$ cat src/hw/rtl/hhlp_pkg.sv
package hhlp_pkg;

  localparam int LENGTH_BITS = 20;
  localparam int NAME_LEN = 14;
  localparam int NAME_POS_W = 4;

  localparam logic [LENGTH_BITS-1:0] MAX_BODY_RESET = LENGTH_BITS'(1000000);

  localparam logic [7:0] CH_LF    = 8'h0a;
  localparam logic [7:0] CH_CR    = 8'h0d;
  localparam logic [7:0] CH_COLON = 8'h3a;
  localparam logic [7:0] CH_SPACE = 8'h20;
  localparam logic [7:0] CH_TAB   = 8'h09;
  localparam logic [7:0] CH_PLUS  = 8'h2b;
  localparam logic [7:0] CH_MINUS = 8'h2d;
  localparam logic [7:0] CH_ZERO  = 8'h30;
  localparam logic [7:0] CH_NINE  = 8'h39;

  localparam logic [1:0] EV_STATUS_END = 2'd0;
  localparam logic [1:0] EV_HEADER_END = 2'd1;
  localparam logic [1:0] EV_HEADERS_DONE = 2'd2;
  localparam logic [1:0] EV_BODY_DONE = 2'd3;

  typedef struct packed {
    logic [1:0]             kind;
    logic                   content_length;
    logic [LENGTH_BITS-1:0] length;
    logic                   last;
  } result_t;

  function automatic logic [7:0] target_char(input logic [NAME_POS_W-1:0] pos);
    logic [7:0] c;
    unique case (pos)
      4'd0:  c = 8'h43; // C
      4'd1:  c = 8'h6f; // o
      4'd2:  c = 8'h6e; // n
      4'd3:  c = 8'h74; // t
      4'd4:  c = 8'h65; // e
      4'd5:  c = 8'h6e; // n
      4'd6:  c = 8'h74; // t
      4'd7:  c = 8'h2d; // -
      4'd8:  c = 8'h4c; // L
      4'd9:  c = 8'h65; // e
      4'd10: c = 8'h6e; // n
      4'd11: c = 8'h67; // g
      4'd12: c = 8'h74; // t
      4'd13: c = 8'h68; // h
      default: c = 8'h00;
    endcase
    return c;
  endfunction

endpackage

$ cat src/hw/rtl/http_header_length_parser.sv
// http response header parser with content-length extraction
//
// input channel: one response byte per word on data_byte, in_valid / in_stall.
// output channel: event words (event_kind, is_content_length, body_length, last)
// on out_valid / out_stall. a byte gives zero, one or two event words; last
// marks the final word of a byte.
// config: cfg_we writes cfg_data into max_body, the default body length and
// the cap for parsed lengths. write it only while no byte is in flight.
//
// path: a byte accepted is registered in byte_q and scanned there; its event
// words are written into the result queue and shown from its head.
// throughput: one byte per cycle while the queue has room; the line and
// value scan is combinational; a four-word result queue sits before the output.
// the input stalls only while that queue has fewer than two free slots.
// reset: synchronous; clears the scan back to the status line, empties the
// queue and restores max_body to 1000000.
// when the receiver stalls, the queued word holds and the queue fills; after
// that the input stall rises and no byte is dropped.
module http_header_length_parser (
  input  logic                             clk,
  input  logic                             rst,
  input  logic                             in_valid,
  output logic                             in_stall,
  input  logic [7:0]                       data_byte,
  input  logic                             cfg_we,
  input  logic [hhlp_pkg::LENGTH_BITS-1:0] cfg_data,
  output logic                             out_valid,
  input  logic                             out_stall,
  output logic [1:0]                       event_kind,
  output logic                             is_content_length,
  output logic [hhlp_pkg::LENGTH_BITS-1:0] body_length,
  output logic                             last
);
  import hhlp_pkg::*;

  logic [LENGTH_BITS-1:0] max_body;
  logic                   byte_valid;
  logic [7:0]             byte_q;
  logic                   room_for_two;
  logic                   fire;
  logic [1:0]             res_count;
  logic [1:0]             push_count;
  result_t                res0, res1, head;

  assign fire       = byte_valid && room_for_two;
  assign in_stall   = byte_valid && !room_for_two;
  assign push_count = fire ? res_count : 2'd0;

  always_ff @(posedge clk) begin
    if (rst) begin
      max_body <= MAX_BODY_RESET;
    end else if (cfg_we) begin
      max_body <= cfg_data;
    end
  end

  always_ff @(posedge clk) begin
    if (rst) begin
      byte_valid <= 1'b0;
    end else if (!in_stall) begin
      byte_valid <= in_valid;
    end
  end

  always_ff @(posedge clk) begin
    if (in_valid && !in_stall) begin
      byte_q <= data_byte;
    end
  end

  hhlp_scan u_scan (
    .clk       (clk),
    .rst       (rst),
    .fire      (fire),
    .data_byte (byte_q),
    .max_body  (max_body),
    .res_count (res_count),
    .res0      (res0),
    .res1      (res1)
  );

  hhlp_result_fifo u_fifo (
    .clk          (clk),
    .rst          (rst),
    .push_count   (push_count),
    .push0        (res0),
    .push1        (res1),
    .room_for_two (room_for_two),
    .out_valid    (out_valid),
    .out_stall    (out_stall),
    .head         (head)
  );

  assign event_kind        = head.kind;
  assign is_content_length = head.content_length;
  assign body_length       = head.length;
  assign last              = head.last;

endmodule

$ cat src/hw/rtl/hhlp_scan.sv
module hhlp_scan (
  input  logic                            clk,
  input  logic                            rst,
  input  logic                            fire,
  input  logic [7:0]                      data_byte,
  input  logic [hhlp_pkg::LENGTH_BITS-1:0] max_body,
  output logic [1:0]                      res_count,
  output hhlp_pkg::result_t               res0,
  output hhlp_pkg::result_t               res1
);
  import hhlp_pkg::*;

  typedef enum logic [1:0] {
    PH_STATUS, PH_HEADER, PH_BODY, PH_DONE
  } phase_t;

  typedef enum logic [1:0] {
    VP_SKIP, VP_SIGN, VP_DIGITS, VP_STOP
  } value_phase_t;

  localparam int ACC_W = LENGTH_BITS + 4;
  localparam logic [LENGTH_BITS-1:0] LEN_MAX = {LENGTH_BITS{1'b1}};
  localparam logic [NAME_POS_W-1:0] NAME_END = NAME_POS_W'(NAME_LEN);

  phase_t                  phase, phase_next;
  logic                    prev_was_cr, prev_was_cr_next;
  logic                    line_first_byte, line_first_byte_next;
  logic                    name_empty, name_empty_next;
  logic                    colon_seen, colon_seen_next;
  logic [NAME_POS_W-1:0]   name_match_pos, name_match_pos_next;
  logic                    name_still_matches, name_still_matches_next;
  value_phase_t            value_phase, value_phase_next;
  logic                    value_negative, value_negative_next;
  logic [LENGTH_BITS-1:0]  value_acc, value_acc_next;
  logic                    length_found, length_found_next;
  logic [LENGTH_BITS-1:0]  length_value, length_value_next;
  logic [LENGTH_BITS-1:0]  body_count, body_count_next;

  logic [LENGTH_BITS-1:0]  cur_len;
  logic [LENGTH_BITS-1:0]  body_inc;
  logic [ACC_W-1:0]        acc_times_ten;
  logic                    is_digit;
  logic                    is_ws;
  logic                    line_end;
  logic                    match;

  assign cur_len  = length_found ? length_value : max_body;
  assign body_inc = (body_count != LEN_MAX) ? body_count + 1'b1 : body_count;
  assign is_digit = (data_byte >= CH_ZERO) && (data_byte <= CH_NINE);
  assign is_ws    = (data_byte == CH_SPACE) || ((data_byte >= CH_TAB) && (data_byte <= CH_CR));
  assign line_end = prev_was_cr && (data_byte == CH_LF);
  assign match    = colon_seen && name_still_matches && (name_match_pos == NAME_END);
  assign acc_times_ten = ({4'b0, value_acc} << 3) + ({4'b0, value_acc} << 1)
                       + ACC_W'(data_byte - CH_ZERO);

  always_comb begin
    phase_next              = phase;
    prev_was_cr_next        = prev_was_cr;
    line_first_byte_next    = line_first_byte;
    name_empty_next         = name_empty;
    colon_seen_next         = colon_seen;
    name_match_pos_next     = name_match_pos;
    name_still_matches_next = name_still_matches;
    value_phase_next        = value_phase;
    value_negative_next     = value_negative;
    value_acc_next          = value_acc;
    length_found_next       = length_found;
    length_value_next       = length_value;
    body_count_next         = body_count;
    res_count               = 2'd0;
    res0 = '{kind: EV_STATUS_END, content_length: 1'b0, length: cur_len, last: 1'b1};
    res1 = '{kind: EV_BODY_DONE, content_length: 1'b0, length: cur_len, last: 1'b1};

    if (phase == PH_DONE) begin
      res_count = 2'd0;
    end else if (phase == PH_BODY) begin
      body_count_next = body_inc;
      if (body_inc >= cur_len) begin
        res_count   = 2'd1;
        res0.kind   = EV_BODY_DONE;
        phase_next  = PH_DONE;
      end
    end else if (line_end) begin
      res_count = 2'd1;
      if (name_empty) begin
        res0.kind       = EV_HEADERS_DONE;
        phase_next      = PH_BODY;
        body_count_next = '0;
        if (cur_len == '0) begin
          res_count  = 2'd2;
          res0.last  = 1'b0;
          phase_next = PH_DONE;
        end
      end else if (phase == PH_STATUS) begin
        res0.kind  = EV_STATUS_END;
        phase_next = PH_HEADER;
      end else begin
        res0.kind           = EV_HEADER_END;
        res0.content_length = match;
        if (match) begin
          length_found_next = 1'b1;
          length_value_next = value_negative ? '0 : value_acc;
          res0.length       = value_negative ? '0 : value_acc;
        end
      end
      // start of a new line
      prev_was_cr_next        = 1'b0;
      line_first_byte_next    = 1'b1;
      name_empty_next         = 1'b0;
      colon_seen_next         = 1'b0;
      name_match_pos_next     = '0;
      name_still_matches_next = 1'b1;
      value_phase_next        = VP_SKIP;
      value_negative_next     = 1'b0;
      value_acc_next          = '0;
    end else begin
      if (line_first_byte) begin
        name_empty_next      = (data_byte == CH_COLON) || (data_byte == CH_CR);
        line_first_byte_next = 1'b0;
      end else if (name_empty && !colon_seen) begin
        name_empty_next = 1'b0;
      end
      if (!colon_seen) begin
        if (data_byte == CH_COLON) begin
          colon_seen_next = 1'b1;
        end else if (name_still_matches) begin
          if ((name_match_pos < NAME_END) && (data_byte == target_char(name_match_pos))) begin
            name_match_pos_next = name_match_pos + 1'b1;
          end else begin
            name_still_matches_next = 1'b0;
          end
        end
      end else if (value_phase != VP_STOP) begin
        priority if (is_digit) begin
          value_acc_next   = (acc_times_ten > ACC_W'(max_body)) ? max_body
                           : acc_times_ten[LENGTH_BITS-1:0];
          value_phase_next = VP_DIGITS;
        end else if (value_phase == VP_SKIP && is_ws) begin
          value_phase_next = VP_SKIP;
        end else if (value_phase == VP_SKIP &&
                     (data_byte == CH_PLUS || data_byte == CH_MINUS)) begin
          value_negative_next = (data_byte == CH_MINUS);
          value_phase_next    = VP_SIGN;
        end else begin
          value_phase_next = VP_STOP;
        end
      end
      prev_was_cr_next = (data_byte == CH_CR);
    end
  end

  always_ff @(posedge clk) begin
    if (rst) begin
      phase              <= PH_STATUS;
      prev_was_cr        <= 1'b0;
      line_first_byte    <= 1'b1;
      name_empty         <= 1'b0;
      colon_seen         <= 1'b0;
      name_match_pos     <= '0;
      name_still_matches <= 1'b1;
      value_phase        <= VP_SKIP;
      value_negative     <= 1'b0;
      value_acc          <= '0;
      length_found       <= 1'b0;
      length_value       <= '0;
      body_count         <= '0;
    end else if (fire) begin
      phase              <= phase_next;
      prev_was_cr        <= prev_was_cr_next;
      line_first_byte    <= line_first_byte_next;
      name_empty         <= name_empty_next;
      colon_seen         <= colon_seen_next;
      name_match_pos     <= name_match_pos_next;
      name_still_matches <= name_still_matches_next;
      value_phase        <= value_phase_next;
      value_negative     <= value_negative_next;
      value_acc          <= value_acc_next;
      length_found       <= length_found_next;
      length_value       <= length_value_next;
      body_count         <= body_count_next;
    end
  end

endmodule

$ cat src/hw/rtl/hhlp_result_fifo.sv
module hhlp_result_fifo (
  input  logic              clk,
  input  logic              rst,
  input  logic [1:0]        push_count,
  input  hhlp_pkg::result_t push0,
  input  hhlp_pkg::result_t push1,
  output logic              room_for_two,
  output logic              out_valid,
  input  logic              out_stall,
  output hhlp_pkg::result_t head
);
  import hhlp_pkg::*;

  localparam int DEPTH = 4;
  localparam int PTR_W = 2;

  result_t            mem [DEPTH];
  logic [PTR_W-1:0]   wr_ptr, rd_ptr;
  logic [PTR_W:0]     count;
  logic               pop;
  logic [PTR_W-1:0]   wr_ptr_plus1;

  assign pop          = out_valid && !out_stall;
  assign out_valid    = (count != '0);
  assign room_for_two = (count <= (PTR_W+1)'(DEPTH - 2));
  assign head         = mem[rd_ptr];
  assign wr_ptr_plus1 = wr_ptr + 1'b1;

  always_ff @(posedge clk) begin
    if (push_count != 2'd0) begin
      mem[wr_ptr] <= push0;
    end
    if (push_count == 2'd2) begin
      mem[wr_ptr_plus1] <= push1;
    end
  end

  always_ff @(posedge clk) begin
    if (rst) begin
      wr_ptr <= '0;
      rd_ptr <= '0;
      count  <= '0;
    end else begin
      wr_ptr <= wr_ptr + PTR_W'(push_count);
      if (pop) begin
        rd_ptr <= rd_ptr + 1'b1;
      end
      count <= count + (PTR_W+1)'(push_count) - (PTR_W+1)'(pop);
    end
  end

endmodule

$ cat config.mk
export PLATFORM = sky130hd
export DESIGN_NAME = http_header_length_parser
export DESIGN_NICKNAME = d
export VERILOG_FILES = /design/src/hw/rtl/hhlp_pkg.sv /design/src/hw/rtl/http_header_length_parser.sv /design/src/hw/rtl/hhlp_scan.sv /design/src/hw/rtl/hhlp_result_fifo.sv
export SDC_FILE = /design/constraint.sdc
export NUM_CORES = 1
export LEC_CHECK = 0
export BUFFER_PORTS_ARGS = -buffer_cell sky130_fd_sc_hd__buf_2
export CAP_MARGIN = 40
export CORE_ASPECT_RATIO = 1.5
export CORE_MARGIN = 2
export CORE_UTILIZATION = 69
export CTS_BUF_LIST = sky130_fd_sc_hd__clkbuf_8
export CTS_CLUSTER_DIAMETER = 120
export DETAILED_ROUTE_END_ITERATION = 10
export PLACE_DENSITY = 0.95
export SETUP_SLACK_MARGIN = 0.1
export SLEW_MARGIN = 20
export SYNTH_ARGS = -nofsm -noshare
export SYNTH_HDL_FRONTEND = slang
export SYNTH_SLANG_ARGS = --single-unit
$ cat constraint.sdc
create_clock -name clk -period 11.2 [get_ports clk]
set_clock_uncertainty 0.1 [all_clocks]
set_input_delay 2.24 -clock clk [delete_from_list [all_inputs] [get_ports clk]]
set_output_delay 2.24 -clock clk [all_outputs]
set_load 0.005 [all_outputs]
==> impl_metrics.toml, run 1 <==
[logic_synthesis]
avgSynthCellArea_sq_um = 9.587
syn_nets = 1506
yosysSeqAreaShare_pct = 39.69
synth_edf_count = 88
ys_seq_elements = 216
synthArstFlopShare_pct = 0
synth_ff_type = "dfxtp_1"
syn_inst = 1368
synth_top_cell_area_share_pct = 20.15
synth_area_sq_mm = 0.01312
synth_largest_area_cell = "edfxtp_1"
synth.distinct_cells = 77
synth_area_leaders = "edfxtp_1 (20%), dfxtp_1 (20%), ha_1 (8.1%)"
yosysWarnings = 0

[floorplanning]
die_area_sq_mm = 0.02015
fp.dieW_microns = 116.6
ios = 59
fp-row-count = 61
die_y_microns = 172.9
core_area_sq_mm = 0.01862
initial_core_util_pct = 70.42

[detailed_routing]
first_pass_iters = 5
drt_drc_violations_left = 0
antenna_left = 0
wl_mm = 31.76
viasPerCell = 6.451
routedWlPerCell_microns = 18.84
vias = 10877
drt_iter0_markers = 1130

[power_and_ir_drop]
cellLeakagePower_nw = 5.980
p_total_w = 0.001835
power.density_mw_per_mm2 = 128.6
vdd_drop_max_mv = 0.09487

[clocking]
postCtsSetupRepairBufs = 0
cts_tree = "built"
ctsResizeCount = 0
clk_latency_ns = 0.57
hold_buffers = 0
cts_root_buffer = "clkbuf_8"
h-tree-depth = 1
path_clk_slew_ns = 0.07
clockBufferDepth = 3
cts_buffers = 31
cts.sinks = 216

[setup_path]
critPathLaunchType = "flip-flop"
crit_required_ns = 11.51
cp-end-kind = "flip-flop"
cp_data_arrival_time_ns = 6.78
crit_fanout = 15
crit_type = "flip-flop to flip-flop"

[timing]
period_needed_ns = 6.469
max_freq_ghz = 0.1546
grt_setup_unrepaired = "false"
tns_ns = 0
maxSlewHeadroom_pct = 44.46
hold_viol = 0
setup_viol = 0
worst_pin_slew_ns = 0.8332
fin_crit_sh_pct = 57.75
finalMaxSlewViolations = 0

[final_layout]
fin_cells = 1686
layout_common_cells = "nor2_1 (202), dfxtp_1 (128), nand2_1 (99)"
insertedDiodeCount = 0
stdcell_area_sq_mm = 0.01428
final_common_cell = "nor2_1"
drive_above_1_share_pct = 11.85
fill_cells = 1272
area_growth_syn_to_layout_pct = 8.862
final_nets = 1548
fin_util_pct = 76.67

[placement]
placed_cell_area_sq_mm = 0.01365
place_congestion = 0.9764
post-place-cells = 1629
dpl.hpwl_mm = 23.71
portBuffers = 58

[job]
maxCapViolCount = 0

[global_route]
grt-ovfl-total = 0
grt_max_degree = 76
grt_pass1_vias = 10863
antenna_found_initial = 1
grt_util_all_layers_pct = 32.10
grt_pass1_wl_mm = 52.47

[min_path]
min_path_type = "flip-flop to flip-flop"

[outcome]
run_status = "completed"
## flip-flops by register name, indices dropped and copies added, names as in the netlist, named ones only
signal,count
u_fifo.mem,96
max_body,20
u_scan.body_count,20
u_scan.length_value,20
u_scan.value_acc,20
byte_q,8
u_scan.name_match_pos,4
u_fifo.count,3
u_fifo.rd_ptr,2
u_fifo.wr_ptr,2
u_scan.phase,2
u_scan.value_phase,2
byte_valid,1
u_scan.colon_seen,1
u_scan.length_found,1
u_scan.line_first_byte,1
u_scan.name_empty,1
u_scan.name_still_matches,1
u_scan.prev_was_cr,1
u_scan.value_negative,1
## per-stage QoR
| step | hold WS, ns | worst slack, ns |
|---|---|---|
| after floorplan | 0.3325 | 4.574 |
| after global placement | 0.3475 | 4.960 |
| after detailed placement | 0.3597 | 4.919 |
| after CTS | 0.3691 | 4.872 |
| after global routing | 0.3947 | 4.496 |
| final | 0.3677 | 4.731 |
## where the power goes
part | switching, W | internal (W)
clock | 0.000302 | 0.000335
sequential | 0.0000206 | 0.000832
combinational | 0.000175 | 0.000170
total | 0.000497 | 0.00134
## routing by layer
| metal | track usage [%] | wire (microns) |
|---|---|---|
| met2 | 55.84 | 16220 |
| met5 | 0 | 13 |
| met1 | 38.02 | 11670 |
| met4 | 16.67 | 1694 |
| met3 | 4.276 | 2163 |
## final cells by class
type	count	area [sq um]	area share (%)
repair buffers	81	515.5	3.611
multi-input cells	1008	7347	51.46
clock buffers	32	440.4	3.085
inverters	72	270.3	1.893
well taps	252	315.3	2.208
flip-flops and latches	216	5205	36.46
clock inverters	25	183.9	1.288
## worst max-delay path: stages, from the launching register on
cell      delay [ns]
edfxtp_1        0.50
ha_1            0.33
nor3_2          0.13
buf_4           0.29
fa_1            0.47
ha_1            0.40
a211o_1         0.28
o211ai_1        0.10
a21oi_1         0.13
o31ai_2         0.50
xnor2_1         0.17
ha_1            0.32
nand4_1         0.16
nor4_1          0.49
or2b_1          0.28
a21oi_1         0.17
nand4b_1        0.15
or4_4           0.53
nor3_2          0.48
buf_4           0.27
o311ai_1        0.09
## kinds of logic after synthesis
family | Yosys count | synth area share (%)
AOI/OAI and AO/OA | 246 | 12.77
adders and majority gates | 105 | 11.16
xor gates and xnor gates | 50 | 3.339
and+or+nand+nor | 506 | 18.66
buffers and inverters | 144 | 4.350
muxes | 101 | 10.03
DFF | 216 | 39.69
## synth_stat cells (all sizes together), types with 12 or more instances
library cell and instances:
o211ai 17, o311ai 12, xor2 17, mux4 24, nand4 21, nand3 26
and2 17, nor2b 25, nor2 204, dfxtp 128, a22oi 12, buf 16
inv 71, clkbuf 56, nor4 13, ha 85, xnor2 33, nor3 29
mux2i 74, fa 20, a21o 23, nand2 99, edfxtp 88, o21ai 46
a21oi 64
## path summary, 6_finish.rpt
path | from | end | slack, ns | depth (start not counted)
max | byte_q[4]$_DFFE_PP_ | u_scan.value_acc[4]$_SDFFE_PP0P_ | 4.73 | 20
min | u_scan.line_first_byte$_SDFFE_PP1P_ | u_scan.line_first_byte$_SDFFE_PP1P_ | 0.37 | 2
max reg2reg | byte_q[4]$_DFFE_PP_ | u_scan.value_acc[4]$_SDFFE_PP0P_ | 4.73 | 20
min reg2reg | u_scan.line_first_byte$_SDFFE_PP1P_ | u_scan.line_first_byte$_SDFFE_PP1P_ | 0.37 | 2
No activity file was read; power rests on OpenSTA's default activity.
==> run 2, diff against run 1 <==
Settings changed: CORE_UTILIZATION 69 to 64, PLACE_DENSITY 0.95 to 0.93.
Clock period 11.2 ns to 6 ns, I/O delays scaled along.
==> run 2 against run 1 <==
Net effect: first-iteration DRC count decreased by 16%; flip-flop and latch count stayed put; critical path depth grew 1.
==> impl_metrics.toml, run 2 (synthesized netlist as in run 1, its figures left out) <==
[detailed_routing]
routedWlPerCell_microns = 19.28
antenna_left = 0
vias = 10984
drt_drc_violations_left = 0
first_pass_iters = 8
wl_mm = 32.99
drt_iter0_markers = 949
viasPerCell = 6.420

[power_and_ir_drop]
comb_power_share_pct = 19.1
vdd_drop_max_mv = 0.2239
p_total_w = 0.003456
switching_share_pct = 27.02
switchingPower_w = 0.0009338
power.density_mw_per_mm2 = 238.1
internal-power_w = 0.002522
cellLeakagePower_nw = 6.076
p_seq_share_pct = 46.3
p_clk_share_pct = 34.6

[timing]
maxSlewHeadroom_pct = 45.37
max_freq_ghz = 0.1719
period_needed_ns = 5.819
finalMaxSlewViolations = 0
setup_viol = 0
worst_pin_slew_ns = 0.8164
grt_setup_unrepaired = "false"
tns_ns = 0
hold_viol = 0
fin_crit_sh_pct = 96.98

[floorplanning]
fp.dieW_microns = 120.9
core_area_sq_mm = 0.02026
ios = 59
fp-row-count = 64
die_y_microns = 179.3
initial_core_util_pct = 64.74
die_area_sq_mm = 0.02168

[global_route]
grt_pass1_vias = 10827
grt_util_all_layers_pct = 30.20
grt-ovfl-total = 0
antenna_found_initial = 0
grt_max_degree = 67
grt_pass1_wl_mm = 52.65

[final_layout]
top_register = "u_fifo.mem"
layout_common_cells = "nor2_1 (202), dfxtp_1 (127), nand2_1 (99)"
fill_cells = 1388
area_growth_syn_to_layout_pct = 10.68
drive_above_1_share_pct = 14.10
seq_area_sq_mm = 0.005206
insertedDiodeCount = 0
final_nets = 1562
fin_cells = 1711
final_common_cell = "nor2_1"
largest_reg_flops = 96
multiInputGateArea_sq_mm = 0.007470

[clocking]
cts_root_buffer = "clkbuf_8"
cts_buffers = 31
clockBufferDepth = 3
h-tree-depth = 1
clk_latency_ns = 0.57
cts_tree = "built"
path_clk_slew_ns = 0.07
cts.sinks = 216
hold_buffers = 0

[setup_path]
crit_required_ns = 6.36
cp_data_arrival_time_ns = 6.18
critPathLaunchType = "flip-flop"
cp-end-kind = "flip-flop"
crit_type = "flip-flop to flip-flop"
crit_fanout = 7

[min_path]
min_path_type = "flip-flop to flip-flop"

[outcome]
run_status = "completed"

[placement]
portBuffers = 58
place_congestion = 0.9624
dpl.hpwl_mm = 23.85
post-place-cells = 1644

[job]
maxCapViolCount = 0
==> run 2: power by group through the flow <==
stage | combinational, W | sequential [W] | clock [W]
floorplan | 0.000468 | 0.00160 | 0
global placement | 0.000626 | 0.00163 | 0
detailed placement | 0.000642 | 0.00163 | 0
CTS | 0.000647 | 0.00160 | 0.00120
global route | 0.000734 | 0.00160 | 0.00126
finish | 0.000661 | 0.00160 | 0.00120
==> run 2: stage by stage <==
step | area (sq um) | hold slack [ns] | utilization, % | worst slack, ns
after floorplan | 13130 | 0.3325 | - | 0.2661
after global placement | 13610 | 0.3471 | 67.20 | 0.2625
after detailed placement | 13690 | 0.3682 | 67.58 | -0.01522
after CTS | 14340 | 0.3842 | 70.76 | 0.1525
after global routing | 14520 | 0.4093 | 71.65 | 0.02738
final | 14520 | 0.3839 | 71.65 | 0.1811
==> run 2: critical path, cell delays in order (launching register included) <==
cell,delay (ns)
edfxtp_1,0.43
ha_4,0.22
nor3_4,0.30
buf_4,0.17
fa_1,0.41
ha_2,0.36
a21oi_2,0.18
nand2_1,0.13
o211ai_1,0.31
nand2_1,0.15
nor2_1,0.10
nor2_1,0.08
ha_1,0.32
nand4_1,0.15
nor4_2,0.36
or2b_1,0.28
a21oi_2,0.15
nand4b_1,0.15
or4_4,0.60
buf_2,0.19
or4_1,0.47
o311ai_1,0.09
==> run 2: layout make-up <==
class	instances	share of cell area, %
multi-input cells	1008	51.46
flip-flops and latches	216	35.87
clock inverters	23	1.224
repair buffers	95	4.181
well taps	264	2.276
inverters	72	1.862
clock buffers	33	3.129
==> run 2: final timing paths <==
check	startpoint	end	slack, ns	depth (start not counted)
worst min register to register	u_scan.line_first_byte$_SDFFE_PP1P_	u_scan.line_first_byte$_SDFFE_PP1P_	0.38	2
worst max-delay path	byte_q[4]$_DFFE_PP_	u_scan.value_acc[5]$_SDFFE_PP0P_	0.18	21
worst min-delay path	u_scan.line_first_byte$_SDFFE_PP1P_	u_scan.line_first_byte$_SDFFE_PP1P_	0.38	2
worst max register to register	byte_q[4]$_DFFE_PP_	u_scan.value_acc[5]$_SDFFE_PP0P_	0.18	21
==> run 2: timing repair <==
action / in CTS / in global routing
setup buffers: 0 / 11
pin swaps: 0 / 11
setup endpoints to repair: 1 / 20
resized for setup: 2 / 22
==> run 2: routing by layer <==
| layer | wire length, microns | part of all wire (%) | global-route usage, % | vias up |
|---|---|---|---|---|
| li1 | - | - | - | 5046 |
| met1 | 11950 | 36 | 33.95 | 5229 |
| met2 | 16840 | 51 | 55.13 | 538 |
| met3 | 2244 | 6.8 | 3.340 | 171 |
| met4 | 1951 | 5.9 | 17.10 | 0 |
| met5 | 0 | 0 | 0 | - |
